===== src/hw/rtl/sfc_pkg.sv =====
`timescale 1ns / 1ps

package sfc_pkg;

  localparam int unsigned FRAME_BYTES = 10;
  localparam int unsigned POS_W = $clog2(FRAME_BYTES);

  localparam logic [7:0]  FRAME_START   = 8'h7E;
  localparam logic [7:0]  FRAME_VERSION = 8'hFF;
  localparam logic [7:0]  FRAME_LENGTH  = 8'h06;
  localparam logic [7:0]  FRAME_END     = 8'hEF;
  localparam logic [15:0] CK_BASE       = 16'h0105;

  localparam logic OP_RX = 1'b0;
  localparam logic OP_TX = 1'b1;

  // frame byte positions
  localparam logic [POS_W-1:0] POS_START   = POS_W'(0);
  localparam logic [POS_W-1:0] POS_VERSION = POS_W'(1);
  localparam logic [POS_W-1:0] POS_LENGTH  = POS_W'(2);
  localparam logic [POS_W-1:0] POS_CMD     = POS_W'(3);
  localparam logic [POS_W-1:0] POS_REPLY   = POS_W'(4);
  localparam logic [POS_W-1:0] POS_PARAM_H = POS_W'(5);
  localparam logic [POS_W-1:0] POS_PARAM_L = POS_W'(6);
  localparam logic [POS_W-1:0] POS_CK_H    = POS_W'(7);
  localparam logic [POS_W-1:0] POS_CK_L    = POS_W'(8);
  localparam logic [POS_W-1:0] POS_END     = POS_W'(FRAME_BYTES - 1);

  typedef struct packed {
    logic        op;
    logic [7:0]  rx_byte;
    logic [7:0]  command;
    logic [15:0] param;
    logic        wants_reply;
  } in_t;

  typedef struct packed {
    logic        is_tx;
    logic [7:0]  tx_byte;
    logic        last;
    logic        completed;
    logic [7:0]  reply_command;
    logic [15:0] reply_param;
  } out_t;

  typedef struct packed {
    logic        is_tx;
    logic [7:0]  command;
    logic        reply;
    logic [15:0] param;
    logic [15:0] cksum;
    logic [7:0]  held_cmd;
    logic [15:0] held_param;
  } job_t;

endpackage


===== src/hw/rtl/sfc_front.sv =====
`timescale 1ns / 1ps

module sfc_front (
  input  logic          clk,
  input  logic          rst_n,
  input  logic          accept,
  input  sfc_pkg::in_t  item,
  output sfc_pkg::job_t job
);
  import sfc_pkg::*;

  localparam int unsigned OLD = FRAME_BYTES - 1;

  logic [7:0]  win_r   [FRAME_BYTES];
  logic [7:0]  win_nxt [FRAME_BYTES];
  logic [7:0]  held_cmd_r, held_cmd_nxt;
  logic [15:0] held_param_r, held_param_nxt;
  logic [15:0] tx_sum, rx_sum, rx_got;
  logic [7:0]  f_cmd, f_rep, f_ph, f_pl;

  function automatic logic [15:0] frame_sum(input logic [7:0] c, input logic [7:0] r,
                                            input logic [7:0] h, input logic [7:0] l);
    logic [15:0] s;
    s = CK_BASE + {8'h00, c} + {8'h00, r} + {8'h00, h} + {8'h00, l};
    return 16'h0000 - s;
  endfunction

  // window kept as a shift line: tap 0 newest, last tap oldest
  always_comb begin
    win_nxt[0] = item.rx_byte;
    for (int i = 1; i < FRAME_BYTES; i++) begin
      win_nxt[i] = win_r[i-1];
    end
    f_cmd  = win_nxt[OLD - int'(POS_CMD)];
    f_rep  = win_nxt[OLD - int'(POS_REPLY)];
    f_ph   = win_nxt[OLD - int'(POS_PARAM_H)];
    f_pl   = win_nxt[OLD - int'(POS_PARAM_L)];
    rx_got = {win_nxt[OLD - int'(POS_CK_H)], win_nxt[OLD - int'(POS_CK_L)]};
    rx_sum = frame_sum(f_cmd, f_rep, f_ph, f_pl);
    tx_sum = frame_sum(item.command, {7'h00, item.wants_reply},
                       item.param[15:8], item.param[7:0]);

    held_cmd_nxt   = held_cmd_r;
    held_param_nxt = held_param_r;
    if (item.op == OP_TX) begin
      held_cmd_nxt = 8'h00;
    end else if (item.rx_byte == FRAME_END) begin
      held_cmd_nxt = 8'h00;
      if (win_nxt[OLD] == FRAME_START) begin
        win_nxt[OLD] = 8'h00;
        if (rx_sum == rx_got) begin
          held_cmd_nxt   = f_cmd;
          held_param_nxt = {f_ph, f_pl};
        end
      end
    end

    job.is_tx      = item.op;
    job.command    = item.command;
    job.reply      = item.wants_reply;
    job.param      = item.param;
    job.cksum      = tx_sum;
    job.held_cmd   = held_cmd_nxt;
    job.held_param = held_param_nxt;
  end

  always_ff @(posedge clk) begin
    if (!rst_n) begin
      for (int i = 0; i < FRAME_BYTES; i++) begin
        win_r[i] <= 8'h00;
      end
      held_cmd_r   <= 8'h00;
      held_param_r <= 16'h0000;
    end else if (accept) begin
      if (item.op == OP_RX) begin
        for (int i = 0; i < FRAME_BYTES; i++) begin
          win_r[i] <= win_nxt[i];
        end
      end
      held_cmd_r   <= held_cmd_nxt;
      held_param_r <= held_param_nxt;
    end
  end

endmodule


===== src/hw/rtl/sfc_queue.sv =====
`timescale 1ns / 1ps

module sfc_queue #(
  parameter int unsigned DEPTH = 4
) (
  input  logic          clk,
  input  logic          rst_n,
  input  logic          wr_en,
  input  sfc_pkg::job_t wr_job,
  input  logic          rd_en,
  output sfc_pkg::job_t rd_job,
  output logic          full,
  output logic          empty
);
  import sfc_pkg::*;

  localparam int unsigned AW = (DEPTH > 1) ? $clog2(DEPTH) : 1;
  localparam int unsigned CW = $clog2(DEPTH + 1);

  job_t          mem_r [DEPTH];
  logic [AW-1:0] wr_ptr_r, rd_ptr_r;
  logic [CW-1:0] cnt_r;
  logic          do_wr, do_rd;

  assign full   = (cnt_r == CW'(DEPTH));
  assign empty  = (cnt_r == CW'(0));
  assign do_wr  = wr_en && !full;
  assign do_rd  = rd_en && !empty;
  assign rd_job = mem_r[rd_ptr_r];

  always_ff @(posedge clk) begin
    if (do_wr) begin
      mem_r[wr_ptr_r] <= wr_job;
    end
  end

  always_ff @(posedge clk) begin
    if (!rst_n) begin
      wr_ptr_r <= '0;
      rd_ptr_r <= '0;
      cnt_r    <= '0;
    end else begin
      if (do_wr) begin
        wr_ptr_r <= (wr_ptr_r == AW'(DEPTH - 1)) ? '0 : wr_ptr_r + AW'(1);
      end
      if (do_rd) begin
        rd_ptr_r <= (rd_ptr_r == AW'(DEPTH - 1)) ? '0 : rd_ptr_r + AW'(1);
      end
      if (do_wr && !do_rd) begin
        cnt_r <= cnt_r + CW'(1);
      end else if (do_rd && !do_wr) begin
        cnt_r <= cnt_r - CW'(1);
      end
    end
  end

endmodule


===== src/hw/rtl/sfc_back.sv =====
`timescale 1ns / 1ps

module sfc_back (
  input  logic          clk,
  input  logic          rst_n,
  input  logic          q_empty,
  input  sfc_pkg::job_t q_job,
  output logic          q_pop,
  input  logic          pop,
  output logic          empty,
  output sfc_pkg::out_t out_data
);
  import sfc_pkg::*;

  logic             out_valid_r;
  out_t             out_r;
  out_t             res;
  logic [POS_W-1:0] pos_r;
  logic             load, job_done;
  logic [7:0]       fbyte;

  assign load     = !out_valid_r || pop;
  assign job_done = !q_job.is_tx || (pos_r == POS_END);
  assign q_pop    = load && !q_empty && job_done;
  assign empty    = !out_valid_r;
  assign out_data = out_r;

  always_comb begin
    unique case (pos_r)
      POS_START:   fbyte = FRAME_START;
      POS_VERSION: fbyte = FRAME_VERSION;
      POS_LENGTH:  fbyte = FRAME_LENGTH;
      POS_CMD:     fbyte = q_job.command;
      POS_REPLY:   fbyte = {7'h00, q_job.reply};
      POS_PARAM_H: fbyte = q_job.param[15:8];
      POS_PARAM_L: fbyte = q_job.param[7:0];
      POS_CK_H:    fbyte = q_job.cksum[15:8];
      POS_CK_L:    fbyte = q_job.cksum[7:0];
      POS_END:     fbyte = FRAME_END;
      default:     fbyte = 8'h00;
    endcase
    res.is_tx         = q_job.is_tx;
    res.tx_byte       = q_job.is_tx ? fbyte : 8'h00;
    res.last          = job_done;
    res.completed     = (q_job.held_cmd != 8'h00);
    res.reply_command = q_job.held_cmd;
    res.reply_param   = q_job.held_param;
  end

  always_ff @(posedge clk) begin
    if (!rst_n) begin
      out_valid_r <= 1'b0;
      pos_r       <= POS_START;
    end else if (load) begin
      out_valid_r <= !q_empty;
      if (!q_empty) begin
        out_r <= res;
        pos_r <= job_done ? POS_START : pos_r + POS_W'(1);
      end
    end
  end

endmodule


===== src/hw/rtl/serial_command_frame_codec.sv =====
`timescale 1ns / 1ps

// Serial command framer and reply deframer. A send item (op=1) yields ten
// result beats, the frame bytes 7E FF 06 cmd reply paramH paramL ckH ckL EF,
// one per cycle while results are popped; the back end's frame byte counter
// sets the beat count. A received byte (op=0) is checked against the ten-byte
// window in the cycle it is accepted and yields one status beat, so receive
// items run at one per cycle while results are popped. Accepted items wait in
// a job queue of QUEUE_DEPTH entries in front of the byte emitter, and the
// first beat of an item passes its queue entry and the output register.
module serial_command_frame_codec #(
  parameter int unsigned QUEUE_DEPTH = 4
) (
  input  logic          clk,
  input  logic          rst_n,
  input  logic          push,
  output logic          full,
  input  sfc_pkg::in_t  in_data,
  output logic          empty,
  input  logic          pop,
  output sfc_pkg::out_t out_data
);
  import sfc_pkg::*;

  logic accept;
  job_t new_job, head_job;
  logic q_empty, q_pop;

  assign accept = push && !full;

  sfc_front u_front (
    .clk    (clk),
    .rst_n  (rst_n),
    .accept (accept),
    .item   (in_data),
    .job    (new_job)
  );

  sfc_queue #(
    .DEPTH (QUEUE_DEPTH)
  ) u_queue (
    .clk    (clk),
    .rst_n  (rst_n),
    .wr_en  (accept),
    .wr_job (new_job),
    .rd_en  (q_pop),
    .rd_job (head_job),
    .full   (full),
    .empty  (q_empty)
  );

  sfc_back u_back (
    .clk      (clk),
    .rst_n    (rst_n),
    .q_empty  (q_empty),
    .q_job    (head_job),
    .q_pop    (q_pop),
    .pop      (pop),
    .empty    (empty),
    .out_data (out_data)
  );

`ifndef NO_ASSERTIONS
  a_rx_single_beat: assert property (@(posedge clk) disable iff (!rst_n)
    (!empty && !out_data.is_tx) |-> (out_data.last && out_data.tx_byte == 8'h00))
    else $error("receive status beat not single or carries a byte");

  a_completed_flag: assert property (@(posedge clk) disable iff (!rst_n)
    !empty |-> (out_data.completed == (out_data.reply_command != 8'h00)))
    else $error("completed disagrees with reply command");

  a_frame_continues: assert property (@(posedge clk) disable iff (!rst_n)
    (!empty && pop && out_data.is_tx && !out_data.last) |=>
      (!empty && out_data.is_tx))
    else $error("frame broken off before its end byte");

  a_send_clears_reply: assert property (@(posedge clk) disable iff (!rst_n)
    (!empty && out_data.is_tx) |-> (out_data.reply_command == 8'h00))
    else $error("send beat shows a latched reply");
`endif

endmodule

===== config.mk =====
export PLATFORM = sky130hd
export DESIGN_NAME = serial_command_frame_codec
export DESIGN_NICKNAME = d
export VERILOG_FILES = /design/src/hw/rtl/sfc_pkg.sv /design/src/hw/rtl/sfc_front.sv /design/src/hw/rtl/sfc_queue.sv /design/src/hw/rtl/sfc_back.sv /design/src/hw/rtl/serial_command_frame_codec.sv
export SDC_FILE = /design/constraint.sdc
export NUM_CORES = 1
export LEC_CHECK = 0
export BUFFER_PORTS_ARGS = -buffer_cell sky130_fd_sc_hd__buf_2
export CORE_MARGIN = 2
export CORE_UTILIZATION = 60
export CTS_CLUSTER_DIAMETER = 100
export CTS_CLUSTER_SIZE = 8
export DETAILED_ROUTE_END_ITERATION = 10
export PLACE_DENSITY = 0.78
export RECOVER_POWER = 50
export SKIP_CTS_REPAIR_TIMING = 1
export SLEW_MARGIN = 25
export SYNTH_ARGS = -nofsm -noshare
export SYNTH_HDL_FRONTEND = slang
export SYNTH_SLANG_ARGS = --single-unit

===== constraint.sdc =====
create_clock -name clk -period 16.7 [get_ports clk]
set_input_delay 3.34 -clock clk [delete_from_list [all_inputs] [get_ports clk]]
set_output_delay 3.34 -clock clk [all_outputs]
set_load 0.005 [all_outputs]

==> results.yml <==
grt:
  grt_max_degree: 73
  grt_pass1_wl_microns: 55740
  grt_usage_pct: 23.41
  grt_pass1_vias: 10260
  antenna_found_initial: 0
  grt.overflow.total: 0
pwr:
  swShare_pct: 28.53
  p_clk_share_pct: 32.8
  seqPwrFrac_pct: 42.7
  comb_power_share_pct: 24.5
  total_power_w: 0.003169
  p_per_area_mw_per_mm2: 156.1
  internal_power_w: 0.002265
  p_leak_nw: 7.313
  peakVddDrop_v: 0.00009214
  p_sw_w: 0.0009042
cells_and_area:
  drive_gt1_share_pct: 14.65
  fin_area_sq_mm: 0.02030
  stdcell_count: 1660
  nNetsFinal: 1355
  syn2layout_area_growth_pct: 12.99
  diodes: 0
clock_tree:
  clkTransAtPathRegs_ns: 0.05
  cts_buffers: 57
  cts.sinks: 409
  cts_tree: "built"
  insertion_delay_ns: 0.57
  root_buffer: "clkbuf_16"
  htree_levels: 2
  cts_max_path_buffers: 3
outcome:
  violations: "max-capacitance violations, max-slew violations"
  status: "finished, violations left"
sta:
  slew_viol_final: 371
  hold_viol: 0
  tns_ns: 0
  period_share_pct: 44.78
  rsz0062_at_grt: "false"
  min_period_ns: 7.478
  maxSlewHeadroom_pct: -175.2
  fmax_mhz: 133.7
  setup_viol: 0
  holdWs_ns: 0.4556
  tightest_slew_ns: 4.129
  fin_skew_ns: 0.03211
critical_path:
  crit_path_end: "u_back.out_data[12]$_DFFE_PP_"
  cp_max_fo: 61
  worst-setup-path-type: "in2reg"
  worstPathArrival_ns: 7.58
  startpoint: "rst_n"
  r2r_end: "u_back.out_data[26]$_SDFFCE_PN0P_"
  cp-end-kind: "flip-flop"
  start_kind: "primary input"
  worstRegToRegCells: 7
  r2r_slack_ns: 10.53
  crit_required_ns: 16.81
logic_synthesis:
  synth_seq_area_share_pct: 66.24
  synth_cell_types: 59
  synth_edf_count: 371
  ys.flop_type: "edfxtp_1"
  synth_nets: 1256
  synthCells: 1136
  syn_area_per_cell_sq_um: 15.82
  synthTopCellsByCount: "edfxtp_1 (371), inv_1 (93), nand2_1 (91), and2_1 (81), mux4_2 (64)"
  yosysMostFrequentCell: "edfxtp_1"
  synth_area_leaders: "edfxtp_1 (62%), mux4_2 (8.0%), dfxtp_1 (4.2%), ha_1 (3.9%), fa_1 (2.9%)"
  async_flop_share_pct: 0
  synth_area_sq_mm: 0.01797
  synth_warnings: 0
  ys_ff_latch: 409
  yosysTopAreaCell: "edfxtp_1"
  post-synth-top-area-fraction_pct: 62.01
routing:
  drt-pass1-iter-count: 6
  drcViolationCount: 0
  num_vias: 9862
  routedWlPerCell_microns: 21.53
  drt_first_iter_violations: 921
  ant_nets: 0
  via_per_inst: 5.941
  drt_wl_total_microns: 35730
floorplan:
  core_sq_mm: 0.02956
  placementRows: 63
  fp.dieW_microns: 177.0
  initial_utilization_pct: 60.78
  die_area_sq_mm: 0.03134
  die_h_microns: 177.0
  ios: 75
min_path:
  hold_path_class: "reg2reg"
placed_design:
  dpl.hpwl_microns: 21090
  io_buffers: 74
  place.gp.congestion: 0.8259
  dpl.cell_count: 1563
  placed_area_sq_mm: 0.01870
run:
  cap_violations: 8
-- state kept, by name, summed over array words and instances, names as in the netlist, named ones only --
name,flops
u_front.win_r,72
u_back.pos_r,4
u_queue.mem_r,264
u_front.held_cmd_r,8
u_back.out_valid_r,1
u_queue.wr_ptr_r,2
u_queue.rd_ptr_r,2
u_queue.cnt_r,3
u_back.out_data,35
u_front.held_param_r,16
-- worst max-delay path, stage by stage --
cell,delay [ns]
buf_2,0.08
clkbuf_1,1.87
and2_0,2.25
-- per-stage QoR --
stage,setup slack [ns],util [%]
finish,9.222,68.67
detailed placement,9.615,63.25
global route,8.779,68.67
floorplan,7.489,-
CTS,10.17,68.74
global placement,9.677,63.25
-- worst min-delay path by stage --
stage          cells past startpoint                                    end  slack (ns)                             startpoint
2_1_floorplan                      2  u_front.held_param_r[12]$_SDFFE_PN0P_        0.43  u_front.held_param_r[12]$_SDFFE_PN0P_
3_5_place_dp                       2   u_front.held_param_r[0]$_SDFFE_PN0P_        0.46   u_front.held_param_r[0]$_SDFFE_PN0P_
4_1_cts                            2   u_front.held_param_r[7]$_SDFFE_PN0P_        0.46   u_front.held_param_r[7]$_SDFFE_PN0P_
6_report                           2   u_front.held_param_r[7]$_SDFFE_PN0P_        0.46   u_front.held_param_r[7]$_SDFFE_PN0P_
5_1_grt                            2   u_front.held_param_r[8]$_SDFFE_PN0P_        0.48   u_front.held_param_r[8]$_SDFFE_PN0P_
3_3_place_gp                       2  u_front.held_param_r[13]$_SDFFE_PN0P_        0.44  u_front.held_param_r[13]$_SDFFE_PN0P_
-- cells by family (layout without fill, tap and decap cells) --
logic type / Yosys count / in the layout / synth area share [%]
DFF: 409 / 409 / 66.24
and+or+nand+nor: 252 / 252 / 7.201
buffers and inverters: 141 / 275 / 3.273
AOI/OAI and AO/OA: 109 / 109 / 3.977
muxes: 103 / 103 / 10.56
adders and majority gates: 82 / 82 / 6.797
xor gates and xnor gates: 40 / 40 / 1.950
-- cell usage in the layout, fill, tap and decap left out, drive strengths merged, types with 4 or more instances in the layout --
cell type  synthesis  routed
o22ai             10      10
xor2              17      17
nand3             11      11
nand4              5       5
o21ai             28      28
and2              81      81
mux2              16      16
mux2i             23      23
o21bai             4       4
dfxtp             38      38
o211ai             6       6
fa                26      26
edfxtp           371     371
nand2             91      91
a21o               4       4
nor2b              5       5
buf               18      35
nor2              24      24
ha                56      56
a21oi             22      22
nor3              10      10
xnor2             23      23
nand2b             5       5
nor4               6       6
inv               93      94
clkbuf            30     144
mux4              64      64
o2111ai            4       4
-- layer usage --
layer	routed length, microns	track usage, %	up-vias	part of all wire, %
met5	0	0	-	0
met4	823	7.541	0	2.3
met3	2297	4.360	66	6.4
met2	17720	38.68	385	50
met1	14900	31.77	5002	42
li1	-	-	4409	-
-- power groups by stage --
stage,Sequential [W],Combinational [W],Clock (W)
2_1_floorplan,0.00134,0.000576,0
3_3_place_gp,0.00136,0.000746,0
3_5_place_dp,0.00137,0.000763,0
4_1_cts,0.00135,0.000773,0.00105
5_1_grt,0.00137,0.000858,0.00109
6_report,0.00135,0.000777,0.00104
-- layout make-up --
class,count,area (sq um)
Timing Repair Buffer,88,444.2
Multi-Input combinational cell,586,5493
Clock inverter,3,47.55
Sequential cell,409,11900
Fill cell,1930,9260
Tap cell,390,488.0
Clock buffer,91,1575
Inverter,93,349.1
No activity file was read; power rests on OpenSTA's default activity.
